--- src/lcar_pkg.sv ---
package lcar_pkg;

    // Port and register widths
    localparam int HALF_W      = 8;
    localparam int GAP_W       = 16;
    localparam int RAW_CODE_W  = 24;
    localparam int WEIGHT_W    = 28;
    localparam int FRAC_BITS   = 4;
    localparam int CFG_INDEX_W = 1;
    localparam int CFG_DATA_W  = 16;

    // Register indexes on the configuration port
    localparam logic [CFG_INDEX_W-1:0] REG_HALF_PERIOD = 1'd0;
    localparam logic [CFG_INDEX_W-1:0] REG_GAP_Q4      = 1'd1;

    // Register reset values
    localparam logic [HALF_W-1:0] HALF_RESET = 8'd1;
    localparam logic [GAP_W-1:0]  GAP_RESET  = 16'd4040;

    localparam logic [WEIGHT_W-1:0] WEIGHT_MAX = {WEIGHT_W{1'b1}};

    // What the sequencer reports for the current tick
    typedef struct packed {
        logic sck;
        logic done;
    } seq_evt_t;

    // Divider status
    typedef struct packed {
        logic busy;
        logic done;
    } div_stat_t;

endpackage

--- src/lcar_seq.sv ---
module lcar_seq
    import lcar_pkg::*;
#(
    parameter int DATA_BITS = 24
)
(
    input  logic                 clk,
    input  logic                 rst_n,
    input  logic                 step,
    input  logic                 dout_level,
    input  logic [HALF_W-1:0]    half_period_ticks,
    output seq_evt_t             evt,
    output logic [DATA_BITS-1:0] raw
);

    localparam logic [1:0] PH_WAIT = 2'd0;
    localparam logic [1:0] PH_HIGH = 2'd1;
    localparam logic [1:0] PH_LOW  = 2'd2;

    localparam logic [5:0] SHIFT_LIMIT = 6'(DATA_BITS);
    localparam logic [5:0] DONE_LIMIT  = 6'(DATA_BITS + 1);
    localparam logic [DATA_BITS-1:0] SIGN_FLIP = {1'b1, {(DATA_BITS-1){1'b0}}};

    logic [1:0]           phase_reg, phase_next;
    logic [4:0]           bit_index_reg, bit_index_next;
    logic [HALF_W-1:0]    tick_reg, tick_next;
    logic [DATA_BITS-1:0] shift_reg, shift_next;

    logic                 half_over;
    logic [4:0]           idx_inc;

    // End of a half pulse; a zero half period acts as one tick
    assign half_over = ({1'b0, tick_reg} + 9'd1) >= {1'b0, half_period_ticks};
    assign idx_inc   = bit_index_reg + 5'd1;

    // Advance the serial clock sequencer by one tick
    always_comb
    begin
        phase_next     = phase_reg;
        bit_index_next = bit_index_reg;
        tick_next      = tick_reg;
        shift_next     = shift_reg;
        evt.sck        = 1'b0;
        evt.done       = 1'b0;
        case (phase_reg)
            PH_HIGH:
            begin
                evt.sck = 1'b1;
                if (half_over)
                begin
                    phase_next = PH_LOW;
                    tick_next  = '0;
                end
                else
                begin
                    tick_next = tick_reg + 8'd1;
                end
            end
            PH_LOW:
            begin
                // sample data on the falling edge
                if (tick_reg == '0 && {1'b0, bit_index_reg} < SHIFT_LIMIT)
                begin
                    shift_next = {shift_reg[DATA_BITS-2:0], dout_level};
                end
                if (half_over)
                begin
                    tick_next = '0;
                    if ({1'b0, idx_inc} >= DONE_LIMIT || idx_inc == 5'd0)
                    begin
                        evt.done       = 1'b1;
                        phase_next     = PH_WAIT;
                        bit_index_next = '0;
                    end
                    else
                    begin
                        phase_next     = PH_HIGH;
                        bit_index_next = idx_inc;
                    end
                end
                else
                begin
                    tick_next = tick_reg + 8'd1;
                end
            end
            default:
            begin
                // wait for data low; unused codes land here too
                phase_next = PH_WAIT;
                if (!dout_level)
                begin
                    phase_next     = PH_HIGH;
                    tick_next      = '0;
                    bit_index_next = '0;
                    shift_next     = '0;
                end
            end
        endcase
    end

    // Flip the sign bit to get offset binary
    assign raw = shift_next ^ SIGN_FLIP;

    always_ff @(posedge clk or negedge rst_n)
    begin
        if (!rst_n)
        begin
            phase_reg     <= PH_WAIT;
            bit_index_reg <= '0;
            tick_reg      <= '0;
            shift_reg     <= '0;
        end
        else if (step)
        begin
            phase_reg     <= phase_next;
            bit_index_reg <= bit_index_next;
            tick_reg      <= tick_next;
            shift_reg     <= shift_next;
        end
    end

endmodule

--- src/lcar_div.sv ---
module lcar_div
    import lcar_pkg::*;
#(
    parameter int DIVIDEND_W = 28
)
(
    input  logic                  clk,
    input  logic                  rst_n,
    input  logic                  start,
    input  logic [DIVIDEND_W-1:0] dividend,
    input  logic [GAP_W-1:0]      divisor,
    output div_stat_t             stat,
    output logic [DIVIDEND_W-1:0] quotient
);

    localparam int CNT_W = $clog2(DIVIDEND_W + 1);

    logic                  busy_reg, busy_next;
    logic                  done_reg, done_next;
    logic [CNT_W-1:0]      cnt_reg, cnt_next;
    logic [GAP_W-1:0]      rem_reg, rem_next;
    logic [DIVIDEND_W-1:0] quo_reg, quo_next;
    logic [GAP_W-1:0]      div_reg, div_next;

    logic [GAP_W:0]        trial;
    logic [GAP_W:0]        diff;
    logic                  fits;

    // One restoring step: shift in the next dividend bit, subtract if it fits
    assign trial = {rem_reg, quo_reg[DIVIDEND_W-1]};
    assign diff  = trial - {1'b0, div_reg};
    assign fits  = trial >= {1'b0, div_reg};

    always_comb
    begin
        busy_next = busy_reg;
        done_next = 1'b0;
        cnt_next  = cnt_reg;
        rem_next  = rem_reg;
        quo_next  = quo_reg;
        div_next  = div_reg;
        if (start)
        begin
            busy_next = 1'b1;
            cnt_next  = CNT_W'(DIVIDEND_W);
            rem_next  = '0;
            quo_next  = dividend;
            div_next  = divisor;
        end
        else if (busy_reg)
        begin
            rem_next = fits ? diff[GAP_W-1:0] : trial[GAP_W-1:0];
            quo_next = {quo_reg[DIVIDEND_W-2:0], fits};
            cnt_next = cnt_reg - CNT_W'(1);
            if (cnt_reg == CNT_W'(1))
            begin
                busy_next = 1'b0;
                done_next = 1'b1;
            end
        end
    end

    always_ff @(posedge clk or negedge rst_n)
    begin
        if (!rst_n)
        begin
            busy_reg <= 1'b0;
            done_reg <= 1'b0;
            cnt_reg  <= '0;
        end
        else
        begin
            busy_reg <= busy_next;
            done_reg <= done_next;
            cnt_reg  <= cnt_next;
        end
    end

    always_ff @(posedge clk)
    begin
        rem_reg <= rem_next;
        quo_reg <= quo_next;
        div_reg <= div_next;
    end

    assign stat.busy = busy_reg;
    assign stat.done = done_reg;
    assign quotient  = quo_reg;

endmodule

--- src/load_cell_adc_reader_with_tare.sv ---
// Load cell converter reader with tare. Each request is one microsecond tick
// carrying the sampled data pin and a tare request; each gives one response
// with the serial clock level to drive, the completion flag, the last raw code
// (offset binary), whether it became the tare, and the current weight. A
// normal tick's response is registered. The tick that finishes a conversion
// above the tare, with no tare pending, starts the restoring divider, which
// retires one quotient bit per cycle, and no request is taken until the
// divider has finished. Weight = floor((raw - tare) * 16 / gap_q4), saturated to 28 bits;
// a gap_q4 of zero divides by one. Configuration is taken at any time through
// the cfg port (index 0: half_period_ticks, index 1: gap_q4) and should only
// change while no request is in flight.
module load_cell_adc_reader_with_tare
    import lcar_pkg::*;
#(
    parameter int DATA_BITS = 24
)
(
    input  logic                   clk,
    input  logic                   rst_n,
    input  logic                   in_valid,
    output logic                   in_ready,
    input  logic                   dout_level,
    input  logic                   tare_request,
    output logic                   out_valid,
    input  logic                   out_ready,
    output logic                   sck_level,
    output logic                   sample_done,
    output logic [RAW_CODE_W-1:0]  raw_code,
    output logic                   tare_taken,
    output logic [WEIGHT_W-1:0]    weight,
    input  logic                   cfg_valid,
    output logic                   cfg_ready,
    input  logic [CFG_INDEX_W-1:0] cfg_index,
    input  logic [CFG_DATA_W-1:0]  cfg_data
);

    localparam int DIVIDEND_W = DATA_BITS + FRAC_BITS;
    localparam int SAT_W      = (DIVIDEND_W > WEIGHT_W) ? DIVIDEND_W : WEIGHT_W;

    logic [HALF_W-1:0]     half_reg;
    logic [GAP_W-1:0]      gap_reg;
    logic [DATA_BITS-1:0]  tare_reg;
    logic                  pending_reg;
    logic [WEIGHT_W-1:0]   weight_reg;
    logic [DATA_BITS-1:0]  last_raw_reg;
    logic                  out_valid_reg;
    logic                  sck_reg;
    logic                  done_reg;
    logic                  taken_reg;

    logic                  accept;
    seq_evt_t              evt;
    logic [DATA_BITS-1:0]  raw;
    logic                  pending_now;
    logic                  div_start;
    logic [DIVIDEND_W-1:0] dividend;
    logic [GAP_W-1:0]      divisor;
    div_stat_t             div_stat;
    logic [DIVIDEND_W-1:0] quotient;
    logic [SAT_W-1:0]      quo_ext;
    logic [WEIGHT_W-1:0]   quo_sat;

    assign cfg_ready = 1'b1;

    // Hold configuration registers
    always_ff @(posedge clk or negedge rst_n)
    begin
        if (!rst_n)
        begin
            half_reg <= HALF_RESET;
            gap_reg  <= GAP_RESET;
        end
        else if (cfg_valid && cfg_ready)
        begin
            case (cfg_index)
                REG_HALF_PERIOD: half_reg <= cfg_data[HALF_W-1:0];
                REG_GAP_Q4:      gap_reg  <= cfg_data[GAP_W-1:0];
                default:         ;
            endcase
        end
    end

    assign in_ready = !div_stat.busy && !div_stat.done && (!out_valid_reg || out_ready);
    assign accept   = in_valid && in_ready;

    lcar_seq #(
        .DATA_BITS (DATA_BITS)
    ) u_seq (
        .clk               (clk),
        .rst_n             (rst_n),
        .step              (accept),
        .dout_level        (dout_level),
        .half_period_ticks (half_reg),
        .evt               (evt),
        .raw               (raw)
    );

    // Decide tare capture or weight update on a finished conversion
    assign pending_now = pending_reg || tare_request;
    assign div_start   = accept && evt.done && !pending_now && (raw > tare_reg);
    assign dividend    = {raw - tare_reg, {FRAC_BITS{1'b0}}};
    assign divisor     = (gap_reg == '0) ? GAP_W'(1) : gap_reg;

    lcar_div #(
        .DIVIDEND_W (DIVIDEND_W)
    ) u_div (
        .clk      (clk),
        .rst_n    (rst_n),
        .start    (div_start),
        .dividend (dividend),
        .divisor  (divisor),
        .stat     (div_stat),
        .quotient (quotient)
    );

    // Saturate the quotient to the weight width
    assign quo_ext = SAT_W'(quotient);
    assign quo_sat = (quo_ext > SAT_W'(WEIGHT_MAX)) ? WEIGHT_MAX : quo_ext[WEIGHT_W-1:0];

    always_ff @(posedge clk or negedge rst_n)
    begin
        if (!rst_n)
        begin
            tare_reg      <= '0;
            pending_reg   <= 1'b1;
            weight_reg    <= '0;
            last_raw_reg  <= '0;
            out_valid_reg <= 1'b0;
            sck_reg       <= 1'b0;
            done_reg      <= 1'b0;
            taken_reg     <= 1'b0;
        end
        else
        begin
            if (accept)
            begin
                sck_reg       <= evt.sck;
                done_reg      <= evt.done;
                taken_reg     <= evt.done && pending_now;
                out_valid_reg <= !div_start;
                // a finished conversion always clears the pending tare
                pending_reg   <= pending_now && !evt.done;
                if (evt.done)
                begin
                    last_raw_reg <= raw;
                    if (pending_now)
                    begin
                        tare_reg <= raw;
                    end
                end
            end
            else if (div_stat.done)
            begin
                weight_reg    <= quo_sat;
                out_valid_reg <= 1'b1;
            end
            else if (out_ready)
            begin
                out_valid_reg <= 1'b0;
            end
        end
    end

    assign out_valid   = out_valid_reg;
    assign sck_level   = sck_reg;
    assign sample_done = done_reg;
    assign tare_taken  = taken_reg;
    assign raw_code    = RAW_CODE_W'(last_raw_reg);
    assign weight      = weight_reg;

    a_no_accept_while_dividing: assert property (@(posedge clk) disable iff (!rst_n)
        !(in_ready && div_stat.busy))
        else $error("request taken while divider busy");

    a_taken_needs_done: assert property (@(posedge clk) disable iff (!rst_n)
        out_valid && tare_taken |-> sample_done)
        else $error("tare taken without a finished conversion");

    a_done_clock_low: assert property (@(posedge clk) disable iff (!rst_n)
        out_valid && sample_done |-> !sck_level)
        else $error("conversion finished with clock high");

    a_start_runs_divider: assert property (@(posedge clk) disable iff (!rst_n)
        div_start |=> div_stat.busy && !out_valid)
        else $error("divider did not start");

endmodule

--- config.mk ---
export PLATFORM = sky130hd
export DESIGN_NAME = load_cell_adc_reader_with_tare
export DESIGN_NICKNAME = d
export VERILOG_FILES = /design/src/lcar_pkg.sv /design/src/lcar_seq.sv /design/src/lcar_div.sv /design/src/load_cell_adc_reader_with_tare.sv
export SDC_FILE = /design/constraint.sdc
export NUM_CORES = 1
export LEC_CHECK = 0
export BUFFER_PORTS_ARGS = -buffer_cell sky130_fd_sc_hd__buf_4
export CAP_MARGIN = 0
export CORE_MARGIN = 2
export CORE_UTILIZATION = 61
export DETAILED_ROUTE_END_ITERATION = 16
export MAX_ROUTING_LAYER = met4
export PLACE_DENSITY = 0.81
export SLEW_MARGIN = 25
export SYNTH_ARGS = -nofsm -noshare
export SYNTH_HDL_FRONTEND = slang
export SYNTH_SLANG_ARGS = --single-unit
--- constraint.sdc ---
create_clock -name clk -period 5.5 [get_ports clk]
set_input_delay 0.55 -clock clk [delete_from_list [all_inputs] [get_ports clk]]
set_output_delay 0.55 -clock clk [all_outputs]
set_load 0.01 [all_outputs]
Word level (Yosys, flattened, before mapping)
Cells that the tools add are included.

Register bits: 211. Bits of input ports: 24. Output and inout bits: 58. Word-level logic and storage cells: 110.

$add $sub $neg: 6. Order comparisons: 6. Equal/unequal tests: 7. Multiplexer cells: 34. Bitwise operators: 4. Reductions and logical operators: 32.

Operators with widths (count): $mux W28 (3); $mux W24 (2); $pmux W24 S2 (1); $gt A28 B28 Y1 const B (1); $mux W5 (5); $gt A24 B24 Y1 (1); $mux W8 (3); $sub A24 B24 Y24 (1); $ge A17 B16 Y1 (1); $logic_not A16 Y1 (1); $mux W16 (1); $sub A16 B16 Y16 (1); $mux W1 (15); $pmux W5 S2 (1); $reduce_and A2 Y1 (5); $add A8 B1 Y9 const B (1); $ge A9 B8 Y1 (1); $logic_and A1 B1 Y1 (9); $add A8 B1 Y8 const B (1); $logic_not A8 Y1 (1); $logic_not A1 Y1 (6); $ne A2 B1 Y1 const B (3); $reduce_and A3 Y1 (2); $add A5 B1 Y5 const B (1); 16 further kinds (22).

Logic depth before layout (Yosys ltp)
Depth after elaboration: 11. Gate-level depth with buffers: 21. Gate-level depth less buffers: 19.

Cells and area by module
Synthesis repeated with hierarchy kept, for this count alone.

Cell total of the unflattened synthesis: 1122. Area, all modules: 11863.9 µm².

Modules (own cells, without submodules): load_cell_adc_reader_with_tare (instances 1, cells an instance 485, area an instance 5521.5 µm², sequential area each 2638.8 µm²); lcar_div (instances 1, cells an instance 323, area an instance 3548.4 µm², sequential area each 1816.7 µm²); lcar_seq (instances 1, cells an instance 314, area an instance 2793.9 µm², sequential area each 975.9 µm²).

Worst setup path after synthesis
Ideal clock, no wire load.

Path type: register to register. Start point: register u_seq.tick_reg[0]. End point: register u_div.quo_reg[10] (netlist: u_div.quotient[10]), enable pin. Library setup time: 357 ps. Arrival time: 4196 ps. Required time: 5143 ps. Setup slack: 947 ps. Cell stages (with the launch flop): 21. Path buffers: 2. Clock period less this slack: 4553 ps. Cells stage by stage: dfrtp_1 -> inv_1 -> ha_1 -> nor3b_1 -> nand3_1 -> a21o_1 -> clkbuf_1 -> a22oi_1 -> nor2_1 -> a21oi_1 -> inv_1 -> fa_1 -> nand3_1 -> a21oi_1 -> nor3_1 -> o221ai_1 -> or3b_2 -> nand4_1 -> buf_2 -> and2_1 -> inv_1.

Elaborated cells on any way between the ends: 14. Classes of those cells: add/sub: 1; order compare: 2; mux: 4; bitwise: 1; reduce/logical: 6.

RTL lines: start, declared (line lcar_seq.sv:26) `logic [HALF_W-1:0] tick_reg, tick_next;`; start signal, assigned (line lcar_seq.sv:117) `tick_reg <= tick_next;`; $logic_not A8 Y1 (line lcar_seq.sv:62) `if (tick_reg == '0 && {1'b0, bit_index_reg} < SHIFT_LIMIT)`; $logic_and A1 B1 Y1 (line lcar_seq.sv:62); $mux W24 (line lcar_seq.sv:62); $pmux W24 S2 (line lcar_seq.sv:45) `case (phase_reg)`; named net raw[1] (line load_cell_adc_reader_with_tare.sv:53) `logic [DATA_BITS-1:0] raw;`; $gt A24 B24 Y1 (line load_cell_adc_reader_with_tare.sv:100) `assign div_start = accept && evt.done && !pending_now && (raw > tare_reg);`; $logic_and A1 B1 Y1 (line load_cell_adc_reader_with_tare.sv:100); $reduce_bool A2 Y1 (no source line); end signal, assigned (line lcar_div.sv:82) `quo_reg <= quo_next;`; end, declared (line lcar_div.sv:22) `logic [DIVIDEND_W-1:0] quo_reg, quo_next;`.

The timed path passes the listed nets, and every way through them passes these cells. A chain may end at the register's enable or synchronous reset.

Final worst setup path
Start point: register u_seq.tick_reg[0]. End point: register u_div.quo_reg[23] (netlist: u_div.quotient[23]), enable pin.

Longest elaborated chain between the ends: 8. Elaborated cells on any way between the ends: 14. Classes of those cells: add/sub: 1; order compare: 2; mux: 4; bitwise: 1; reduce/logical: 6.

Ends and longest elaborated chain (line): $add A8 B1 Y9 / $logic_not A8 Y1 (equally long branches) (lcar_seq.sv:33, lcar_seq.sv:62); $ge A9 B8 Y1 / $logic_and A1 B1 Y1 (equally long branches) (lcar_seq.sv:33, lcar_seq.sv:62); $mux W1 / $mux W24 (equally long branches) (lcar_seq.sv:66, lcar_seq.sv:62); $mux W1 / $pmux W24 S2 (equally long branches) (lcar_seq.sv:45); $logic_and A1 B1 Y1 / $not A1 Y1 (equally long branches); $logic_and A1 B1 Y1 / $gt A24 B24 Y1 (equally long branches) (load_cell_adc_reader_with_tare.sv:100); $logic_and A1 B1 Y1 (*) (load_cell_adc_reader_with_tare.sv:100); $reduce_bool A2 Y1 (no source line) (*).

Every way passes the cells marked *; elsewhere a longest branch is shown, timed or not.

==> flow_metrics.py <==
metrics = {
    "clock_tree": {
        "clk_latency_ps": 510,
        "postCtsSetupRepairBufs": 0,
        "tritoncts_clock_tree": "built",
        "cts.clk_slew.worst_paths_ps": 60,
        "cts-htree-levels": 1,
        "hold_buffers": 0,
        "cts-root-buf": "sky130_fd_sc_hd__clkbuf_16",
        "cts_num_sinks": 211,
        "clockBufferDepth": 3,
        "cts-buffers-inserted": 24,
    },
    "routing": {
        "drt_first_pass_iters": 5,
        "vias": 8688,
        "drc_errors": 0,
        "vias_per_cell": 5.94,
        "drt_wl_total_um": 24500,
        "wire_per_inst_um": 16.7,
        "initialDrtViolationCount": 613,
        "ant_nets": 0,
    },
    "global_routing": {
        "grt_antenna_before_repair": 0,
        "grt_max_degree": 114,
        "global_route.usage.met3": 0.0290,
        "globalRouteOverflowTotal": 0,
        "groute.layer.met2.usage": 0.411,
        "grt-busiest-layer": "met2",
        "global_route.usage.total": 0.261,
        "grt_first_pass_wirelength_um": 41000,
        "grt_use_met1": 0.374,
        "first_global_vias": 8177,
    },
    "floorplan": {
        "placementRows": 49,
        "die_width_um": 139,
        "core_region_area_mm2": 0.0179,
        "die_area_mm2": 0.0193,
        "die_y_um": 139,
        "start_util": 0.620,
        "num_io_pins": 82,
    },
    "layout": {
        "antenna_cell_count": 0,
        "area_growth_pct": 13.9,
        "finish.utilization": 0.707,
        "fin_nets": 1300,
        "fraction_of_layout_instances_using_a_drive_strength_above_1": 0.164,
    },
    "logic_synthesis": {
        "post_synth_instance_area_mm2": 0.0111,
        "synthesis.yosys.warnings": 0,
        "synth_seq_area_share": 0.485,
        "ys.flop_type": "sky130_fd_sc_hd__dfrtp_1",
        "asyncSetResetFlopFracSynth": 0.716,
        "syn-mean-instance-area_um2": 9.62,
        "ys_ff_latch": 211,
        "synth_cells": 1155,
        "postSynthNetCount": 1239,
        "synth_edf_count": 40,
        "post_synthesis_cell_type_count": 65,
    },
    "power_and_ir_drop": {
        "power_density_mw_per_mm2": 299,
        "worst_ir_drop_vdd_mv": 0.307,
        "static-leakage-power_nw": 5.74,
    },
    "placement": {
        "detailedPlacementHpwl_um": 16900,
        "gpl.final_weighted_congestion": 0.915,
        "port-buffer-count": 80,
    },
    "sta": {
        "fmax_mhz": 194,
        "rsz_0062_raised_after_global_routing": "no",
        "worst_slew_margin_rel": 0.386,
        "max_slew.worst_pin.slew_ps": 921,
        "period_share": 0.936,
        "final_critical_path_required_period_ps": 5150,
        "finalSetupTns_ps": 0,
        "timing.final.max_slew_violations": 0,
        "finalSetupViolCount": 0,
        "clock-skew-final_ps": 10.6,
        "hold_viol_final": 0,
    },
    "min_path": {
        "min_path_type": "input port to async pin",
    },
    "outcome": {
        "run_status": "finished clean",
    },
    "setup_path": {
        "worstPathArrival_ps": 5330,
        "cp_data_required_time_ps": 5680,
        "setup.worst_path.class": "register to register",
        "end_kind": "register",
        "worst-path-max-fanout": 25,
        "start_kind": "register",
        "worst-r2r-cell-count": 19,
    },
    "run": {
        "timing.max_cap.violations": 0,
    },
}
==> area by class of cell <==
| class | count | area (µm²) |
|---|---|---|
| Clock buffer | 34 | 681 |
| Inverter | 98 | 372 |
| Timing Repair inverter | 1 | 7.51 |
| Timing Repair Buffer | 96 | 727 |
| Tap cell | 229 | 287 |
| Sequential cell | 211 | 5390 |
| Fill cell | 1342 | 5250 |
| Clock inverter | 10 | 76.3 |
| Multi-Input combinational cell | 784 | 5110 |
==> metrics by stage <==
step / total power [W] / cell area [µm²] / hold WS, ps / std cells / setup WS [ps]
2_1_floorplan: 0.00213 / 11100 / 254 / 1155 / 947
3_3_place_gp: 0.00226 / 11900 / 461 / 1418 / 536
3_5_place_dp: 0.00228 / 11900 / 469 / 1418 / 405
4_1_cts: 0.00380 / 12600 / 248 / 1462 / 327
5_1_grt: 0.00394 / 12700 / 261 / 1463 / 60.9
6_report: 0.00379 / 12700 / 168 / 1463 / 350
==> routing by layer <==
metal / vias up / routed length [µm]
met5: - / 0
li1: 4171 / -
met2: 251 / 11400
met3: 38 / 1310
met4: 0 / 425
met1: 4228 / 11400
==> synth_stat cells, drive strengths merged, types with 10 or more instances <==
master | count | area [µm²]
a211oi | 10 | 75.1
a21o | 18 | 135
a21oi | 55 | 275
a22o | 25 | 219
a22oi | 24 | 180
a31oi | 14 | 87.6
clkbuf | 53 | 199
dfrtp | 142 | 3550
dfxtp | 20 | 400
edfxtp | 40 | 1200
ha | 58 | 726
inv | 97 | 364
mux2 | 45 | 507
nand2 | 149 | 559
nand2b | 14 | 87.6
nand3 | 21 | 105
nor2 | 62 | 233
nor3 | 19 | 95.1
o21ai | 118 | 591
o31ai | 11 | 82.6
xnor2 | 17 | 149
xor2 | 19 | 166
==> logic make-up after synthesis <==
| family | after synthesis | synth area share |
|---|---|---|
| AOI/OAI and AO/OA | 321 | 0.185 |
| adders and majority gates | 60 | 0.0689 |
| muxes | 48 | 0.0483 |
| other | 1 | 0.000338 |
| xor gates and xnor gates | 36 | 0.0284 |
| DFF | 211 | 0.485 |
| and+or+nand+nor | 318 | 0.128 |
| buffers and inverters | 160 | 0.0558 |
==> layout by cell type (no fill, tap or decap), types with 13 or more instances in the layout <==
| cell | instances |
|---|---|
| sky130_fd_sc_hd__a31oi_1 | 13 |
| sky130_fd_sc_hd__dfrtp_1 | 142 |
| sky130_fd_sc_hd__edfxtp_1 | 40 |
| sky130_fd_sc_hd__a21oi_1 | 55 |
| sky130_fd_sc_hd__a22o_1 | 25 |
| sky130_fd_sc_hd__nand2_1 | 149 |
| sky130_fd_sc_hd__nand2b_1 | 14 |
| sky130_fd_sc_hd__ha_1 | 58 |
| sky130_fd_sc_hd__xor2_1 | 19 |
| sky130_fd_sc_hd__a21o_1 | 17 |
| sky130_fd_sc_hd__clkbuf_16 | 26 |
| sky130_fd_sc_hd__a22oi_1 | 24 |
| sky130_fd_sc_hd__inv_1 | 95 |
| sky130_fd_sc_hd__nor2_1 | 62 |
| sky130_fd_sc_hd__nand3_1 | 21 |
| sky130_fd_sc_hd__mux2_2 | 45 |
| sky130_fd_sc_hd__nor3_1 | 19 |
| sky130_fd_sc_hd__o21ai_0 | 110 |
| sky130_fd_sc_hd__dfxtp_1 | 20 |
| sky130_fd_sc_hd__buf_4 | 95 |
| sky130_fd_sc_hd__xnor2_1 | 17 |
==> worst paths after layout <==
path	start	to	slack [ps]
setup / recovery	u_seq.tick_reg[0]	u_div.quotient[23]	350
hold / removal	rst_n	u_seq.bit_index_reg[2]	170
setup reg to reg	u_seq.tick_reg[0]	u_div.quotient[23]	350
hold reg to reg	tare_reg[23]	tare_reg[23]	480
max in group asynchronous	rst_n	tare_reg[11]	4210
min in group clk	cfg_data[3]	half_reg[3]	260
==> critical path, stage by stage (launching register included) <==
cell and delay, ps:
sky130_fd_sc_hd__dfrtp_1 430, sky130_fd_sc_hd__inv_1 100, sky130_fd_sc_hd__ha_1 140, sky130_fd_sc_hd__nor3b_1 180, sky130_fd_sc_hd__nand3_1 190, sky130_fd_sc_hd__a21o_2 420, sky130_fd_sc_hd__a22oi_1 260, sky130_fd_sc_hd__nor2_1 70
sky130_fd_sc_hd__a31oi_1 250, sky130_fd_sc_hd__ha_1 230, sky130_fd_sc_hd__inv_1 60, sky130_fd_sc_hd__fa_1 410, sky130_fd_sc_hd__nand3_1 120, sky130_fd_sc_hd__a21oi_1 90, sky130_fd_sc_hd__nor3_1 330, sky130_fd_sc_hd__o221ai_1 250
sky130_fd_sc_hd__or3b_2 490, sky130_fd_sc_hd__nand4_1 110, sky130_fd_sc_hd__and2_1 320, sky130_fd_sc_hd__clkinvlp_4 350
==> power breakdown <==
group | leakage [nW] | switching (W) | internal [W]
registers | 2.50 | 0.0000726 | 0.00166
clock network | 0.373 | 0.000616 | 0.000908
logic | 2.87 | 0.000351 | 0.000176
total | 5.74 | 0.00104 | 0.00275
==> timing repair <==
item                                    CTS  global route
hold endpoints to repair                  0             0
endpoints found under the setup margin    0            24
resized for setup                         0             3
Note: power is estimated with default switching activity, not from simulation.
